### config.mk
export PLATFORM = sky130hd
export DESIGN_NAME = phnt_core
export DESIGN_NICKNAME = d
export VERILOG_FILES = /design/src/sv/phnt_pkg.sv /design/src/sv/phnt_rem_unit.sv /design/src/sv/phnt_core.sv
export SDC_FILE = /design/constraint.sdc
export NUM_CORES = 1
export LEC_CHECK = 0
export BUFFER_PORTS_ARGS = -buffer_cell sky130_fd_sc_hd__buf_2
export CAP_MARGIN = 20
export CORE_UTILIZATION = 30
export DETAILED_ROUTE_END_ITERATION = 7
export PLACE_DENSITY = 0.5
export SYNTH_ARGS = -nofsm -noshare
export SYNTH_HDL_FRONTEND = slang
export SYNTH_SLANG_ARGS = --single-unit
export TNS_END_PERCENT = 5
### constraint.sdc
create_clock -name clk -period 4.82 [get_ports clk]
set_input_delay 0.964 -clock clk [delete_from_list [all_inputs] [get_ports clk]]
set_output_delay 0.964 -clock clk [all_outputs]
set_load 0.01 [all_outputs]
### src/sv/phnt_pkg.sv
// Package for the perfect and harmonic divisor number test.
// Holds field widths, the sequencer state type and the structs between modules.
// No dependencies.
package phnt_pkg;

  localparam int NUM_W  = 16;  // input number width
  localparam int CNT_W  = 8;   // divisor count width
  localparam int SUM_W  = 18;  // proper divisor sum width
  localparam int SIG_W  = 19;  // sigma(n) width, which can pass 2^18 near the top of the range
  localparam int DVD_W  = 24;  // widest dividend handled by the remainder unit
  localparam int STEP_W = 5;   // enough bits to hold DVD_W steps

  localparam logic [STEP_W-1:0] TRIAL_STEPS = STEP_W'(NUM_W);
  localparam logic [STEP_W-1:0] HARM_STEPS  = STEP_W'(DVD_W);

  typedef enum logic [2:0] {
    ST_IDLE,
    ST_TRIAL_CHECK,
    ST_TRIAL_WAIT,
    ST_MUL,
    ST_HARM_ISSUE,
    ST_HARM_WAIT,
    ST_DONE
  } phnt_state_t;

  // Request to the shared remainder unit. The dividend is left aligned and
  // steps gives how many of its upper bits are consumed.
  typedef struct packed {
    logic              start;
    logic [DVD_W-1:0]  dividend;
    logic [SIG_W-1:0]  divisor;
    logic [STEP_W-1:0] steps;
  } phnt_rem_req_t;

  typedef struct packed {
    logic             done;
    logic [SIG_W-1:0] remainder;
  } phnt_rem_rsp_t;

  // One finished result from the sequencer.
  typedef struct packed {
    logic             rejected;
    logic [CNT_W-1:0] divisor_count;
    logic [SUM_W-1:0] proper_divisor_sum;
    logic             is_perfect;
    logic             is_harmonic;
  } phnt_result_t;

endpackage

### src/sv/phnt_rem_unit.sv
// Shared radix-2 restoring remainder unit, one quotient bit per cycle.
// Depends on phnt_pkg for the request and response structs.
module phnt_rem_unit (
  input  logic                    clk,
  input  logic                    rst_n,
  input  phnt_pkg::phnt_rem_req_t req,
  output phnt_pkg::phnt_rem_rsp_t rsp
);

  logic                           busy_r, busy_nxt;
  logic                           done_r, done_nxt;
  logic [phnt_pkg::STEP_W-1:0]    cnt_r, cnt_nxt;
  logic [phnt_pkg::DVD_W-1:0]     dvd_r, dvd_nxt;
  logic [phnt_pkg::SIG_W-1:0]     dvs_r, dvs_nxt;
  logic [phnt_pkg::SIG_W-1:0]     rem_r, rem_nxt;
  logic [phnt_pkg::SIG_W:0]       shifted;

  always_comb begin
    busy_nxt = busy_r;
    done_nxt = 1'b0;
    cnt_nxt  = cnt_r;
    dvd_nxt  = dvd_r;
    dvs_nxt  = dvs_r;
    rem_nxt  = rem_r;
    shifted  = {rem_r, dvd_r[phnt_pkg::DVD_W-1]};
    if (req.start) begin
      busy_nxt = 1'b1;
      cnt_nxt  = req.steps;
      dvd_nxt  = req.dividend;
      dvs_nxt  = req.divisor;
      rem_nxt  = '0;
    end else if (busy_r) begin
      // The partial remainder stays below the divisor, so one subtract suffices.
      if (shifted >= {1'b0, dvs_r}) begin
        rem_nxt = phnt_pkg::SIG_W'(shifted - {1'b0, dvs_r});
      end else begin
        rem_nxt = shifted[phnt_pkg::SIG_W-1:0];
      end
      dvd_nxt = {dvd_r[phnt_pkg::DVD_W-2:0], 1'b0};
      cnt_nxt = cnt_r - phnt_pkg::STEP_W'(1);
      if (cnt_r == phnt_pkg::STEP_W'(1)) begin
        busy_nxt = 1'b0;
        done_nxt = 1'b1;
      end
    end
  end

  always_ff @(posedge clk) begin
    if (!rst_n) begin
      busy_r <= 1'b0;
      done_r <= 1'b0;
      cnt_r  <= '0;
    end else begin
      busy_r <= busy_nxt;
      done_r <= done_nxt;
      cnt_r  <= cnt_nxt;
    end
    dvd_r <= dvd_nxt;
    dvs_r <= dvs_nxt;
    rem_r <= rem_nxt;
  end

  assign rsp.done      = done_r;
  assign rsp.remainder = rem_r;

endmodule

### src/sv/phnt_core.sv
// Sequencer and accumulators for the divisor test; drives the shared remainder unit.
// Depends on phnt_pkg and phnt_rem_unit.
module phnt_core #(
  parameter int NUMBER_BITS = 16
) (
  input  logic                       clk,
  input  logic                       rst_n,
  input  logic                       in_valid,
  output logic                       in_ready,
  input  logic [phnt_pkg::NUM_W-1:0] in_number,
  output logic                       res_valid,
  input  logic                       res_take,
  output phnt_pkg::phnt_result_t     res
);

  localparam int EFF_BITS = (NUMBER_BITS < phnt_pkg::NUM_W) ? NUMBER_BITS : phnt_pkg::NUM_W;
  localparam logic [phnt_pkg::NUM_W-1:0] NUM_MASK =
    phnt_pkg::NUM_W'((33'd1 << EFF_BITS) - 33'd1);

  phnt_pkg::phnt_state_t       state_r, state_nxt;
  logic [phnt_pkg::NUM_W-1:0]  n_r, n_nxt;
  logic [phnt_pkg::NUM_W-1:0]  i_r, i_nxt;
  logic [phnt_pkg::SUM_W-1:0]  sum_r, sum_nxt;
  logic [phnt_pkg::CNT_W-1:0]  cnt_r, cnt_nxt;
  logic [phnt_pkg::DVD_W-1:0]  prod_r, prod_nxt;
  logic [phnt_pkg::SIG_W-1:0]  sigma_r, sigma_nxt;
  logic                        rej_r, rej_nxt;
  logic                        perf_r, perf_nxt;
  logic                        harm_r, harm_nxt;
  logic [phnt_pkg::NUM_W-1:0]  masked;
  phnt_pkg::phnt_rem_req_t     req;
  phnt_pkg::phnt_rem_rsp_t     rsp;

  phnt_rem_unit u_rem (
    .clk   (clk),
    .rst_n (rst_n),
    .req   (req),
    .rsp   (rsp)
  );

  always_comb begin
    state_nxt = state_r;
    n_nxt     = n_r;
    i_nxt     = i_r;
    sum_nxt   = sum_r;
    cnt_nxt   = cnt_r;
    prod_nxt  = prod_r;
    sigma_nxt = sigma_r;
    rej_nxt   = rej_r;
    perf_nxt  = perf_r;
    harm_nxt  = harm_r;
    in_ready  = 1'b0;
    res_valid = 1'b0;
    masked    = in_number & NUM_MASK;
    req       = '0;
    case (state_r)
      phnt_pkg::ST_IDLE: begin
        in_ready = 1'b1;
        if (in_valid) begin
          if (masked == '0) begin
            rej_nxt   = 1'b1;
            state_nxt = phnt_pkg::ST_DONE;
          end else begin
            rej_nxt   = 1'b0;
            n_nxt     = masked;
            i_nxt     = phnt_pkg::NUM_W'(1);
            sum_nxt   = '0;
            cnt_nxt   = phnt_pkg::CNT_W'(1);
            state_nxt = phnt_pkg::ST_TRIAL_CHECK;
          end
        end
      end
      phnt_pkg::ST_TRIAL_CHECK: begin
        if (i_r <= {1'b0, n_r[phnt_pkg::NUM_W-1:1]}) begin
          req.start    = 1'b1;
          req.dividend = {n_r, {(phnt_pkg::DVD_W-phnt_pkg::NUM_W){1'b0}}};
          req.divisor  = phnt_pkg::SIG_W'(i_r);
          req.steps    = phnt_pkg::TRIAL_STEPS;
          state_nxt    = phnt_pkg::ST_TRIAL_WAIT;
        end else begin
          state_nxt = phnt_pkg::ST_MUL;
        end
      end
      phnt_pkg::ST_TRIAL_WAIT: begin
        if (rsp.done) begin
          if (rsp.remainder == '0) begin
            sum_nxt = sum_r + phnt_pkg::SUM_W'(i_r);
            cnt_nxt = cnt_r + phnt_pkg::CNT_W'(1);
          end
          i_nxt     = i_r + phnt_pkg::NUM_W'(1);
          state_nxt = phnt_pkg::ST_TRIAL_CHECK;
        end
      end
      phnt_pkg::ST_MUL: begin
        prod_nxt  = phnt_pkg::DVD_W'(n_r) * phnt_pkg::DVD_W'(cnt_r);
        sigma_nxt = phnt_pkg::SIG_W'(sum_r) + phnt_pkg::SIG_W'(n_r);
        perf_nxt  = (sum_r == phnt_pkg::SUM_W'(n_r));
        state_nxt = phnt_pkg::ST_HARM_ISSUE;
      end
      phnt_pkg::ST_HARM_ISSUE: begin
        req.start    = 1'b1;
        req.dividend = prod_r;
        req.divisor  = sigma_r;
        req.steps    = phnt_pkg::HARM_STEPS;
        state_nxt    = phnt_pkg::ST_HARM_WAIT;
      end
      phnt_pkg::ST_HARM_WAIT: begin
        if (rsp.done) begin
          harm_nxt  = (rsp.remainder == '0);
          state_nxt = phnt_pkg::ST_DONE;
        end
      end
      phnt_pkg::ST_DONE: begin
        res_valid = 1'b1;
        if (res_take) begin
          state_nxt = phnt_pkg::ST_IDLE;
        end
      end
      default: begin
        state_nxt = phnt_pkg::ST_IDLE;
      end
    endcase
  end

  always_ff @(posedge clk) begin
    if (!rst_n) begin
      state_r <= phnt_pkg::ST_IDLE;
    end else begin
      state_r <= state_nxt;
    end
  end

  always_ff @(posedge clk) begin
    n_r     <= n_nxt;
    i_r     <= i_nxt;
    sum_r   <= sum_nxt;
    cnt_r   <= cnt_nxt;
    prod_r  <= prod_nxt;
    sigma_r <= sigma_nxt;
    rej_r   <= rej_nxt;
    perf_r  <= perf_nxt;
    harm_r  <= harm_nxt;
  end

  // A rejected zero reports nothing but the reject flag.
  assign res.rejected           = rej_r;
  assign res.divisor_count      = rej_r ? '0 : cnt_r;
  assign res.proper_divisor_sum = rej_r ? '0 : sum_r;
  assign res.is_perfect         = rej_r ? 1'b0 : perf_r;
  assign res.is_harmonic        = rej_r ? 1'b0 : harm_r;

endmodule

; ---- After elaboration in Yosys (flattened, before gate mapping)
; Index checks and enable logic that the tools add are counted.
; W data, S select, Z words.
[word_totals]
reg_bits = 176
out_inout_bits = 31
wordCells = 93
[classes]
n_addsub = 6
mul = 1
n_lt_le_gt_ge = 2
n_eq_ne = 14
n_mux = 39
bitwise = 3
reduce_logical = 12
[op_table]
columns = cell, n
row1 = $pmux W49 S2, 1
row2 = $mux W18, 5
row3 = $mux W49, 1
row4 = $mux W16, 3
row5 = $mux W24, 2
row6 = $mux W8, 5
row7 = $pmux W18 S2, 1
row8 = $pmux W16 S2, 1
row9 = $mul A16 B8 Y24, 1
row10 = $pmux W3 S7, 1
row11 = $ge A20 B19 Y1, 1
row12 = $add A18 B16 Y19, 1
row13 = $logic_not A19 Y1, 1
row14 = $mux W19, 1
row15 = $sub A19 B19 Y19, 1
row16 = $add A18 B16 Y18, 1
row17 = $eq A18 B16 Y1, 1
row18 = $add A16 B1 Y16 const B, 1
row19 = $le A16 B15 Y1, 1
row20 = $logic_not A16 Y1, 1
row21 = $pmux W8 S2, 1
row22 = $mux W3, 5
row23 = $mux W1, 10
row24 = $mux W5, 2
row25 = 16 further kinds, 28

; ---- Logic depth before layout (Yosys ltp)
; Gate-level depths: netlist of run 1.
[logic_depth]
ltp_word = 4
depth_mapped = 21
mapped_depth_nobuf = 19

; ---- Hierarchy
; A second synthesis of run 1 with hierarchy kept.
[unflattened]
hier_cells = 1514
hier_area_um2 = 14700.3
[modules_own_cells]
columns = mod, n_inst, cells_each, area_per_inst_um2, seq_area_each_um2
row1 = phnt_core, 1, 1152, 10842.9, 3183.1
row2 = phnt_rem_unit, 1, 362, 3857.4, 1811.7

; ---- Worst setup path after synthesis of run 1
; Ideal clock, no wire load.
[synth_timing]
path_type = reg2reg
start = reg cnt_r[6] (netlist name)
end = reg prod_r[23] (netlist name) (data pin)
t_arrival_ps = 4976
setup_slack_ps = -416
stages_incl_launch_ff = 20
path_buffers = 2
period_less_slack_ps = 5236
cell_sequence = edfxtp_1 -> clkbuf_1 -> clkbuf_1 -> and2_1 -> fa_1 -> fa_1 -> fa_1 -> inv_1 -> fa_1 -> inv_1 -> ha_1 -> or2_2 -> a21o_1 -> o41ai_4 -> o2111ai_1 -> and2_1 -> and4_4 -> a2111oi_4 -> a21oi_2 -> xnor2_1
[synth_via]
elab_chain_len = 1
[synth_lines]
columns = element, line
row1 = from (decl), phnt_core.sv:24  ; logic [phnt_pkg::CNT_W-1:0] cnt_r, cnt_nxt;
row2 = from (signal assigned), phnt_core.sv:137  ; cnt_r <= cnt_nxt;
row3 = $mul A16 B8 Y24, phnt_core.sv:95  ; prod_nxt = phnt_pkg::DVD_W'(n_r) * phnt_pkg::DVD_W'(cnt_r);
row4 = to (signal assigned), phnt_core.sv:138  ; prod_r <= prod_nxt;
row5 = to (decl), phnt_core.sv:25  ; logic [phnt_pkg::DVD_W-1:0] prod_r, prod_nxt;
; No other way between the ends.
; A chain may end at the register's enable or synchronous reset.

; ---- Final worst setup path of run 1
[layout_timing]
start = reg cnt_r[4] (netlist name)
end = reg prod_r[21] (netlist name) (data pin)
; The elaborated chain is that of the path after synthesis.

==> metrics, run 1 <==
required time of the worst setup path 5.06 ns; internal power component 6.65 mW; maximum operating frequency 205 MHz; HP Class flop to flop; number of antenna violations at the first check in global routing 0; simple-gate area share of the yosys netlist 17.3%; portion of netlist area occupied by mux cells 1.11%; result of the run finished with violations; detailed-route vias per instance 4.80; cells after synthesis 1430; launch instance of the worst min-delay path u_rem.cnt_r[1]; area growth from synthesis to layout 19.9%; TritonCTS clock tree yes; average size of a mapped cell 9.89 um^2; diode count 0; first-pass detailed-route iteration total 6; count of fill cells added during filler insertion 4604; origin of the worst setup path cnt_r[4]; standard cell core area 46600 um^2; register area 4990 um^2; CTS HTree Levels 4; cell types occupying the most area after synthesis sky130_fd_sc_hd__edfxtp_1 (31%), sky130_fd_sc_hd__fa_1 (12%), sky130_fd_sc_hd__ha_1 (10%), sky130_fd_sc_hd__inv_1 (4.8%), sky130_fd_sc_hd__and2_1 (4.6%); Synth Warn # 0; cell area after synthesis 14100 um^2; Compound-Gate Fraction of Synth Area 12.7%; final std cell area, no fill 17000 um^2; Initial Utilization 30.4%; GRT Util Overall 16.5%; worst path setup slack after routing -0.0464 ns; count of buffers from port buffering 50; Max Transition Viols Final 0; tightest hold margin 0.503 ns; hold-fix buffer count after cts 0; share of flip-flops with an asynchronous set or reset 0%; # Max-Cap Violations 0; layout cell share with drive strength beyond 1 19.4%; post-synthesis share of cell area spent on xor and xnor gates 4.58%; synth cell count leaders sky130_fd_sc_hd__inv_1 (181), sky130_fd_sc_hd__edfxtp_1 (147), sky130_fd_sc_hd__ha_1 (114); final standard cell utilization of the core 36.4%; post-route DRC violation count 0; clock slew seen by the registers of the worst setup and hold paths 0.08 ns; total design power 11.5 mW; FF-to-FF Start cnt_r[4]; net count of the mapped netlist 1651; failing checks setup timing; wire length of the first global-routing pass 59500 um; Max Buffers Root-to-Sink 2; via count 10597; register bit count reported by yosys 176; fraction of synthesized cell area taken by the top area cell type 31.2%; switching power 4.81 mW; number of sinks handled by clock tree synthesis 176; Switching Fraction 42.0%; wire length after detailed routing 38000 um; count of boundary I/O pins 51; final worst-path cycle share 101%; register area share after synthesis 35.3%; Flop pwr share 21.2%; arrival time of data at the critical path endpoint 5.10 ns; post-DP HPWL 28900 um; post-route insts no fill 2206; startpoint types flop; die height 219 um; transition time at the pin with the least slew margin 0.919 ns; number of flops mapped to enable cells by yosys 147; nature of the critical path endpoint flop; Leak Pwr 7.23 nW; die area 48000 um^2; routability cong. 0.873; fraction of the mapped netlist area in adder cells 22.4%; instance count after placement with tap cells included 2137; category of the critical setup timing path flop to flop; Yosys top cell by area sky130_fd_sc_hd__edfxtp_1; IR Drop Worst-Case VDD 462 uV; clk_skew 0.0126 ns; portion of total power attributed to combinational logic 65.7%; clock root cell sky130_fd_sc_hd__clkbuf_16; die extent in x 219 um; Max-Slew Margin vs Limit 38.7%; dominant cell by count in the synthesized netlist sky130_fd_sc_hd__inv_1; number of buffers created by CTS 17; number of endpoints with negative hold slack in the final report 0; floorplan row count 79; setup repair after global routing missed its margin true; Starting DRT DRC Count 681; Overflow after GRT 0; count of final setup violators 3; top fanout value on the critical path 4; most used flip-flop cell after synthesis sky130_fd_sc_hd__edfxtp_1; placed cell areas 15800 um^2; main combinational cell family by area after synthesis adder cells; power density cells 676 nW/um^2; footprint of the multi-input gates 8510 um^2; Skew-Pair Late Insertion Delay 0.48 ns; Routed WL per cell 17.2 um; via count of the first global-routing pass 10507; count of distinct cell types in the synthesized netlist 71; Routed Antenna Nets 0; largest net degree at the start of global routing 44; minimum clock period 4.87 ns; Layout Nets 1807; relative contribution of the clock network to total power 13.1%
metal layers:
metal	vias up	track usage [%]	wire length (um)
li1	5237	-	-
met1	5109	21.7	17600
met2	210	27.5	18200
met3	41	2.72	1420
met4	0	5.63	769
met5	-	0	0
path summary, 6_finish.rpt:
check / to / slack, ns / cells after the start
worst min register to register: u_rem.cnt_r[1] / 0.50 / 2
worst max register to register: prod_r[21] / -0.05 / 18
worst max-delay path: prod_r[21] / -0.05 / 18
worst min-delay path: u_rem.cnt_r[1] / 0.50 / 2
state kept, by name, summed over array words and instances (netlist names):
register / cells
u_rem.rem_r: 19
cnt_r: 8
u_rem.dvd_r: 24
harm_r: 1
rej_r: 1
u_rem.cnt_r: 5
n_r: 16
u_rem.dvs_r: 19
u_rem.busy_r: 1
prod_r: 24
sum_r: 18
sigma_r: 19
i_r: 16
u_rem.done_r: 1
state_r: 3
perf_r: 1
cell type report:
type | count | share of cell area (%)
Multi-Input combinational cell | 1015 | 50.2
Sequential cell | 176 | 29.5
Timing Repair Buffer | 194 | 8.25
Tap cell | 607 | 4.48
Inverter | 182 | 4.03
Clock buffer | 17 | 2.51
Clock inverter | 15 | 1.11
critical path: stages (launching register included):
cell and delay (ns):
sky130_fd_sc_hd__edfxtp_1 0.43, sky130_fd_sc_hd__buf_6 0.16, sky130_fd_sc_hd__buf_4 0.15, sky130_fd_sc_hd__and2_4 0.13, sky130_fd_sc_hd__fa_1 0.46, sky130_fd_sc_hd__fa_1 0.49, sky130_fd_sc_hd__fa_1 0.54, sky130_fd_sc_hd__inv_2 0.05
sky130_fd_sc_hd__fa_1 0.54, sky130_fd_sc_hd__inv_2 0.05, sky130_fd_sc_hd__ha_4 0.21, sky130_fd_sc_hd__a21o_1 0.21, sky130_fd_sc_hd__a21oi_4 0.23, sky130_fd_sc_hd__o2111ai_2 0.18, sky130_fd_sc_hd__and2_4 0.19, sky130_fd_sc_hd__and4_4 0.15
sky130_fd_sc_hd__a2111oi_4 0.23, sky130_fd_sc_hd__buf_4 0.17, sky130_fd_sc_hd__xnor2_1 0.05
through the flow:
stage	setup slack, ns	TNS [ns]
finish	-0.0464	-0.107
global route	-0.199	-0.853
CTS	-0.0867	-0.268
detailed placement	-0.587	-1.89
global placement	-0.565	-1.76
floorplan	0.0253	0
cells in the final DEF (no fill, tap or decap), drive strengths merged, types with 5 or more instances in the layout:
cell type | netlist | layout
o21bai | 5 | 5
xor2 | 25 | 25
nand2b | 13 | 13
a211oi | 21 | 21
edfxtp | 147 | 147
a222oi | 16 | 16
a22o | 15 | 15
nand4 | 12 | 12
ha | 114 | 114
a31oi | 7 | 7
mux2i | 12 | 12
xnor2 | 49 | 49
or3 | 10 | 10
nor3 | 24 | 24
and2 | 103 | 103
nand2 | 95 | 95
inv | 182 | 192
a21oi | 68 | 68
dfxtp | 29 | 29
o31a | 7 | 7
buf | 6 | 194
nor4 | 14 | 14
nor2 | 103 | 103
o21a | 19 | 19
a21o | 18 | 18
nor2b | 46 | 46
nand3 | 22 | 22
clkbuf | 51 | 17
o21ai | 48 | 48
o211ai | 5 | 5
fa | 87 | 87
and3 | 15 | 15
power groups by stage:
| stage | Combinational [mW] | Sequential (mW) | Clock, mW |
|---|---|---|---|
| final | 7.53 | 2.43 | 1.50 |
| after global routing | 8.37 | 2.47 | 1.59 |
| after floorplan | 4.65 | 2.35 | 0 |
| after CTS | 7.35 | 2.43 | 1.55 |
| after detailed placement | 6.73 | 2.47 | 0 |
| after global placement | 6.67 | 2.47 | 0 |
timing repair:
item | 4_1_cts | 5_1_grt
endpoints found under the hold margin | 0 | 0
endpoints found under the setup margin | 7 | 6
pin swaps | 56 | 27
gates resized for setup | 51 | 20
setup buffers | 33 | 3
gates cloned | 1 | 0
cell families (layout without fill, tap and decap cells):
family                   after synthesis  in the layout
AND/OR/NAND/NOR                      472            472
AO/OA/AOI/OAI                        253            253
buffers and inverters                239            408
adder cells (fa/ha/maj)              201            201
flip-flops                           176            176
XOR/XNOR                              74             74
multiplexers                          15             15
(Power assumes the default switching activity.)
==> inputs of run 2 (changes only) <==
--- a/config.mk
+++ b/config.mk
@@ -7,9 +7,9 @@
 export LEC_CHECK = 0
 export BUFFER_PORTS_ARGS = -buffer_cell sky130_fd_sc_hd__buf_2
 export CAP_MARGIN = 20
-export CORE_UTILIZATION = 30
+export CORE_UTILIZATION = 45
 export DETAILED_ROUTE_END_ITERATION = 7
-export PLACE_DENSITY = 0.5
+export PLACE_DENSITY = 0.67
 export SYNTH_ARGS = -nofsm -noshare
 export SYNTH_HDL_FRONTEND = slang
 export SYNTH_SLANG_ARGS = --single-unit
==> metrics, run 2 (synthesis results as in run 1) <==
number of antenna violations at the first check in global routing 0 (unchanged); largest net degree at the start of global routing 44 (unchanged); Leak Pwr 7.01 nW (-3.0%); count of final setup violators 3 (unchanged); required time of the worst setup path 5.01 ns (-0.05 ns); TritonCTS clock tree yes; slack of the worst reg-to-reg path -0.09 ns (-0.05 ns); diode count 0 (unchanged); die area 32200 um^2 (-33%); die height 179 um (-18%); standard cell core area 30700 um^2 (-34%); most numerous cell on the critical path sky130_fd_sc_hd__fa_1; Max-Slew Margin vs Limit 39.8% (+1.0 points); via count of the first global-routing pass 10598 (+0.87%); cells traversed along the worst timing path buf_6, buf_4, nand2_1, fa_1, fa_1, fa_1, fa_1, inv_1, ha_1, a21o_1, a21oi_1, buf_4, o2111ai_1, and2_4, and4_4, a2111oi_4, a21oi_2, xnor2_1; die extent in x 179 um (-18%); final worst-path cycle share 102% (+0.98 points); setup repair after global routing missed its margin true; final standard cell utilization of the core 52.6% (+16 points); Initial Utilization 46.0% (+16 points); layout cell share with drive strength beyond 1 14.8% (-4.6 points); Starting DRT DRC Count 869 (+28%); clk_skew 0.0195 ns (+0.00695 ns); Max Buffers Root-to-Sink 2 (unchanged); IR Drop Worst-Case VDD 518 uV (+12%); via count 10714 (+1.1%); wire length after detailed routing 34300 um (-9.8%); maximum operating frequency 204 MHz (-0.96%); failing checks setup timing; count of boundary I/O pins 51 (unchanged); result of the run finished with violations; post-DP HPWL 26600 um (-7.7%); r2r endpoint prod_r[23]; Layout Nets 1767 (-2.2%); nature of the critical path endpoint flop; post-route DRC violation count 0 (unchanged); first-pass detailed-route iteration total 8 (+2); HP Class flop to flop; CTS HTree Levels 4 (unchanged); clock slew seen by the registers of the worst setup and hold paths 0.08 ns (about the same); Endpoint, Worst Hold u_rem.dvs_r[18]; Largest regs prod_r: 24 flops, u_rem.dvd_r: 24 flops; most frequent cells in the layout sky130_fd_sc_hd__inv_1 (180), sky130_fd_sc_hd__edfxtp_1 (147), sky130_fd_sc_hd__ha_1 (110), sky130_fd_sc_hd__nor2_1 (102), sky130_fd_sc_hd__buf_4 (100); worst path setup slack after routing -0.0935 ns (-0.0471 ns); routability cong. 0.910 (+4.2%); Routed Antenna Nets 0 (unchanged); number of sinks handled by clock tree synthesis 176 (unchanged); wire length of the first global-routing pass 55100 um (-7.3%); number of endpoints with negative hold slack in the final report 0 (unchanged); Worst path max stage delay 0.60 ns (+0.06 ns); cell with the largest stage delay on the worst path sky130_fd_sc_hd__fa_1; power density cells 650 nW/um^2 (-3.8%); # Max-Cap Violations 0 (unchanged); number of buffers created by CTS 17 (unchanged); count of fill cells added during filler insertion 2755 (-40%); category of the critical setup timing path flop to flop; Max Transition Viols Final 0 (unchanged); worst hold path depth 1 (-1); Skew-Pair Late Insertion Delay 0.45 ns (-0.03 ns); GRT Util Overall 22.6% (+6.0 points); clock root cell sky130_fd_sc_hd__clkbuf_16; FF-to-FF Start cnt_r[4]; minimum clock period 4.91 ns (+0.0471 ns); arrival time of data at the critical path endpoint 5.11 ns (about the same); setup TNS -0.257 ns (-0.151 ns); Overflow after GRT 0 (unchanged); total design power 10.5 mW (-8.2%); detailed-route vias per instance 5.48 (+14%); transition time at the pin with the least slew margin 0.901 ns (-0.0184 ns); Routed WL per cell 17.5 um (+1.8%); startpoint types flop; depth of the most critical reg-to-reg path 18 (unchanged); launch instance of the worst min-delay path sigma_r[18]; area growth from synthesis to layout 14.4%; count of buffers from port buffering 50 (unchanged); top fanout value on the critical path 7 (+3); floorplan row count 64 (-19%); worst setup slack after placement -0.216 ns (+0.372 ns); most common cell after layout, fill and taps aside sky130_fd_sc_hd__inv_1
## run 2: stage by stage
stage          cell area (um^2)  hold WS, ns  std cells
6_report                  16200        0.520       1955
5_1_grt                   16200        0.551       1955
4_1_cts                   16200        0.522       1955
3_5_place_dp              15500        0.491       1919
3_3_place_gp              15500        0.483       1919
2_1_floorplan             14300        0.469       1430
## run 2: repair_timing
action / 4_1_cts / 5_1_grt
endpoints found under the setup margin: 5 / 6
pin swaps: 2 / 1
hold buffers: 0 / 0
gates cloned: 0 / 0
gates resized for setup: 11 / 3
setup buffers: 4 / 0
## run 2: how the worst max path moves through the flow
stage	start	end	slack, ns	cells past startpoint
2_1_floorplan	cnt_r[2]	prod_r[23]	0.03	20
6_report	cnt_r[4]	prod_r[23]	-0.09	18
3_5_place_dp	n_r[2]	prod_r[23]	-0.22	18
3_3_place_gp	n_r[2]	prod_r[22]	-0.10	19
5_1_grt	cnt_r[7]	prod_r[23]	-0.27	19
4_1_cts	cnt_r[6]	prod_r[22]	-0.11	19
## run 2: layer usage
| metal | share of wire [%] | vias up | wire (um) | global-route usage, % |
|---|---|---|---|---|
| met4 | 2.7 | 0 | 935 | 8.58 |
| li1 | - | 5162 | - | - |
| met5 | 0 | - | 0 | 0 |
| met2 | 49 | 290 | 16700 | 37.5 |
| met1 | 44 | 5202 | 14900 | 29.7 |
| met3 | 5.1 | 60 | 1750 | 3.14 |
## run 2: area by class of cell
cell class	count	area, um^2	share of cell area (%)
tap	396	495	3.06
inverter	182	683	4.22
timing repair buffer	154	1050	6.47
sequential	176	4990	30.9
multi-input combinational	1015	8350	51.6
clock buffer	17	425	2.63
clock inverter	15	184	1.14
## run 2: where the power goes
part	switching (mW)	leakage [nW]	internal [mW]	total, mW
Combinational	3.43	5.09	3.23	6.66
Clock	0.712	0.296	0.708	1.42
Sequential	0.262	1.62	2.18	2.44
Total	4.41	7.01	6.11	10.5
## run 2: worst max-delay path: cells and delay by family (launching register included)
family                     cells  cell delay (ns)
buffers and inverters          4             0.50
xor gates and xnor gates       1             0.14
adders and majority gates      5             2.41
DFF                            1             0.45
and+or+nand+nor                3             0.41
AOI/OAI and AO/OA              5             0.77
